## src/rtl/mhrm_pkg.sv

```systemverilog
// ----------------------------------------------------------------------------
// mhrm_pkg
// Shared types and constants of the min-heap remove-matching block: beat
// layouts, operation and status codes, and the compare unit's result.
// ----------------------------------------------------------------------------
package mhrm_pkg;

  // Field widths of one input beat and one result beat
  localparam int unsigned OP_W   = 2;
  localparam int unsigned VAL_W  = 32;
  localparam int unsigned IDX_W  = 8;
  localparam int unsigned CNT_W  = 9;
  localparam int unsigned STAT_W = 2;

  // Packed tdata widths, rounded up to whole bytes
  localparam int unsigned IN_RAW_W  = OP_W + VAL_W + IDX_W;
  localparam int unsigned IN_W      = ((IN_RAW_W + 7) / 8) * 8;
  localparam int unsigned OUT_RAW_W = VAL_W + CNT_W + CNT_W + STAT_W;
  localparam int unsigned OUT_W     = ((OUT_RAW_W + 7) / 8) * 8;

  // Operation codes
  typedef enum logic [OP_W-1:0] {
    OP_APPEND = 2'd0,
    OP_REMOVE = 2'd1,
    OP_READ   = 2'd2,
    OP_CLEAR  = 2'd3
  } op_e;

  // Status codes
  typedef enum logic [STAT_W-1:0] {
    STAT_OK    = 2'd0,
    STAT_FULL  = 2'd1,
    STAT_RANGE = 2'd2
  } status_e;

  // Result of the shared compare unit
  typedef struct packed {
    logic gt;  // a greater than b, signed
    logic eq;  // a equal to b
  } cmp_res_t;

endpackage

```

## src/rtl/mhrm_cmp.sv

```systemverilog
// ----------------------------------------------------------------------------
// mhrm_cmp
// Shared compare unit: signed greater-than and equality of two entries.
// ----------------------------------------------------------------------------
module mhrm_cmp (
  input  logic [mhrm_pkg::VAL_W-1:0] a_i,
  input  logic [mhrm_pkg::VAL_W-1:0] b_i,
  output mhrm_pkg::cmp_res_t         res_o
);
  import mhrm_pkg::*;

  // Compare as two's complement values
  always_comb begin
    res_o.gt = $signed(a_i) > $signed(b_i);
    res_o.eq = (a_i == b_i);
  end

endmodule

```

## config.mk

```make
export PLATFORM = sky130hd
export DESIGN_NAME = mhrm_cmp
export DESIGN_NICKNAME = d
export VERILOG_FILES = /design/src/rtl/mhrm_pkg.sv /design/src/rtl/mhrm_cmp.sv
export SDC_FILE = /design/constraint.sdc
export NUM_CORES = 1
export LEC_CHECK = 0
export BUFFER_PORTS_ARGS = -buffer_cell sky130_fd_sc_hd__buf_2
export CORE_AREA = 3 3 58 44
export DETAILED_ROUTE_END_ITERATION = 10
export DIE_AREA = 0 0 61 47
export GPL_ROUTABILITY_DRIVEN = 0
export PLACE_DENSITY = 0.82
export SYNTH_ARGS = -nofsm -noshare
export SYNTH_HDL_FRONTEND = slang
export SYNTH_SLANG_ARGS = --single-unit
```

## constraint.sdc

```tcl
create_clock -name vclk -period 1.8
set_input_delay 0.09 -clock vclk [all_inputs]
set_output_delay 0.09 -clock vclk [all_outputs]
set_load 0.02 [all_outputs]
```

# Yosys cells after proc, flatten, opt, wreduce, memory -nomap -nowiden
# Cells that the tools add are included.
# classes
n_lt_le_gt_ge	1
n_eq_ne	1
# ops
op	n
$eq A32 B32 Y1	1
$gt A32 B32 Y1	1
# totals
ff_bits	0
input_bits	64
output_inout_bits	2
elab_cells	2

# Depth between registers and ports, before layout
# logic_depth
word_depth	1
mapped_depth	8
depth_no_buf	8

# Worst setup path after synthesis
# OpenSTA, ideal clock, no wires.
# synth_timing
path_type	input to output
startpoint	input port b_i[31] in the netlist's numbering
endpoint	output port res_o[1] in the netlist's numbering
arrival_time_ns	1.582
t_required_ns	1.710
setup_slack_ns	0.128
path_stages	8
path_buffers	0
path_cell_list	inv_1 ha_1 and4_1 nand4_1 or3_1 a31oi_1 o221ai_1 nand2b_1
# synth_lines
item	line_no	text
from (decl)	mhrm_cmp.sv:7	input logic [mhrm_pkg::VAL_W-1:0] b_i,
to (decl)	mhrm_cmp.sv:8	output mhrm_pkg::cmp_res_t res_o

==> impl_metrics.tcl <==
set metrics [dict create \
    hold_violations 0 \
    vias_per_cell 4.97 \
    finalInstanceArea_um2 1470 \
    final-setup-viol-count 1 \
    max_slew.worst_pin.slew_ns 0.276 \
    cp_num_buf_inv 3 \
    drv_cap 0 \
    clock.fmax_ghz 0.548 \
    multiInputGateArea_um2 893 \
    critPathTopFamily "simple AND/OR/NAND/NOR gates" \
    synthesis.area_um2 845 \
    dpl.cell_count 209 \
    grt_pass1_vias 1045 \
    p_total_mw 0.324 \
    ff_latch_area_um2 0 \
    grt.overflow.total 0 \
    dr.first_iter.drc_count 15 \
    final_common_cell "buf_2" \
    drt_wl_total_um 2700 \
    crit_required_ns 1.71 \
    synth_fp_nets 210 \
    yosys_warnings 0 \
    hpwl_um 2230 \
    ys_types 23 \
    nNetsFinal 286 \
    rows 14 \
    finalMaxSlewViolations 0 \
    post-route-period-util_pct 101 \
    placed_area_um2 1240 \
    worst_setup_path_end_kind "output pin" \
    io_buffers 66 \
    violations "setup timing" \
    initial_core_util_pct 40.5 \
    fp.dieH_um 47 \
    hold-worst-slack_ns 0.785 \
    slew-limit-headroom_pct 81.6 \
    min_period_ns 1.82 \
    grt.total_usage_pct 18.8 \
    seq_cells 0 \
    avgSynthCellArea_um2 7.41 \
    wl_per_cell_um 12.7 \
    ir_worst_vdd_v 0.000127 \
    grt_pass1_wl_um 4170 \
    worst-setup-path-type "input port to output pin" \
    hold_class "input port to output pin" \
    ys_seq_area_share_pct 0 \
    pre_cts_slack_ns -0.140 \
    synth_cells 114 \
    rsz0062_at_grt "true" \
    drt.antenna.violating_nets 0 \
    vias 1053 \
    dr.pass1.iters 4 \
    powerDensity_nw_per_um2 220 \
    core_um2 2080 \
    fin_cells 212 \
    leakage_nw 0.873 \
    num-fill-cells 177 \
    drive_gt1_share_pct 55.9 \
    worstPathCellList "buf_2 > inv_2 > ha_4 > and4_4 > nand4_1 > or3_4 > nand2b_4 > o221ai_2 > nand2b_1 > buf_6" \
    boundaryPins 66 \
    dieArea_um2 2870 \
    crit_arrival_ns 1.73 \
    final_cell_mix "60 x buf_2, 23 x inv_1, 22 x ha_1" \
    clockBufferCount 0 \
    cp_slowest_cell "or3_4" \
    grt_start_max_net_pins 4 \
    antenna_found_initial 0 \
    setup_ws_ns -0.0236 \
    diodes 0 \
    area_delta_synth_final_pct 74.2 \
    status "finished with violations" \
    cp-start-kind "input port" \
    crit_path_max_incr_delay_ns 0.37 \
    crit_path_max_fanout 2 \
    drcViolationCount 0 \
    die_x_um 61 \
]
[worst paths after layout]
kind	startpoint	end	cells past startpoint
worst max-delay path	b_i[31]	res_o[1]	10
worst min-delay path	b_i[0]	res_o[0]	5
[power breakdown]
| part | switching [mW] | internal (mW) | total (mW) |
|---|---|---|---|
| clock | 0 | 0 | 0 |
| combinational | 0.149 | 0.176 | 0.324 |
| sequential | 0 | 0 | 0 |
[stage by stage]
| step | setup TNS, ns | util (%) |
|---|---|---|
| 2_1_floorplan | 0 | - |
| 3_3_place_gp | -0.120 | 59.6 |
| 3_5_place_dp | -0.140 | 59.6 |
| 4_1_cts | 0 | 70.0 |
| 5_1_grt | -0.103 | 70.6 |
| 6_report | -0.0236 | 70.6 |
[synth_stat cells (all sizes together) (2+ instances only)]
library cell / count / area share [%]
a21o: 4 / 3.6
a21oi: 8 / 4.7
a221oi: 3 / 3.1
ha: 32 / 47
inv: 33 / 15
nand2: 6 / 2.7
nand2b: 3 / 3.1
nand3: 2 / 1.2
nand4: 6 / 5.2
nor2: 2 / 0.89
o21ai: 5 / 3.0
[worst min-delay path, stage by stage]
cell,delay (ns)
buf_2,0.08
ha_1,0.12
nand4_1,0.13
nor2_1,0.13
buf_4,0.15
[final cells by class]
cell class / instances / share of cell area (%)
Multi-Input combinational cell: 81 / 60.7
Inverter: 33 / 8.42
Timing Repair Buffer: 74 / 28.8
Tap cell: 24 / 2.04
[what timing repair did]
action	in CTS	in global routing
buffers inserted	4	0
pin swaps	15	1
resized for setup	36	3
endpoints found under the hold margin	0	0
setup endpoints to repair	1	2
hold buffers	0	0
[cell families (layout without fill, tap and decap cells)]
kind of cell | count (synthesis) | count (layout) | synth area share, %
compound gates | 24 | 24 | 18.5
buf+inv | 33 | 107 | 14.7
fa+ha+maj | 32 | 32 | 47.4
simple gates | 25 | 25 | 19.4
[layer usage]
metal	wire (um)	track usage (%)
met5	0	0
met2	1460	39.2
met4	55	3.90
met3	135	0.275
met1	1050	21.3
(Power assumes the default switching activity.)
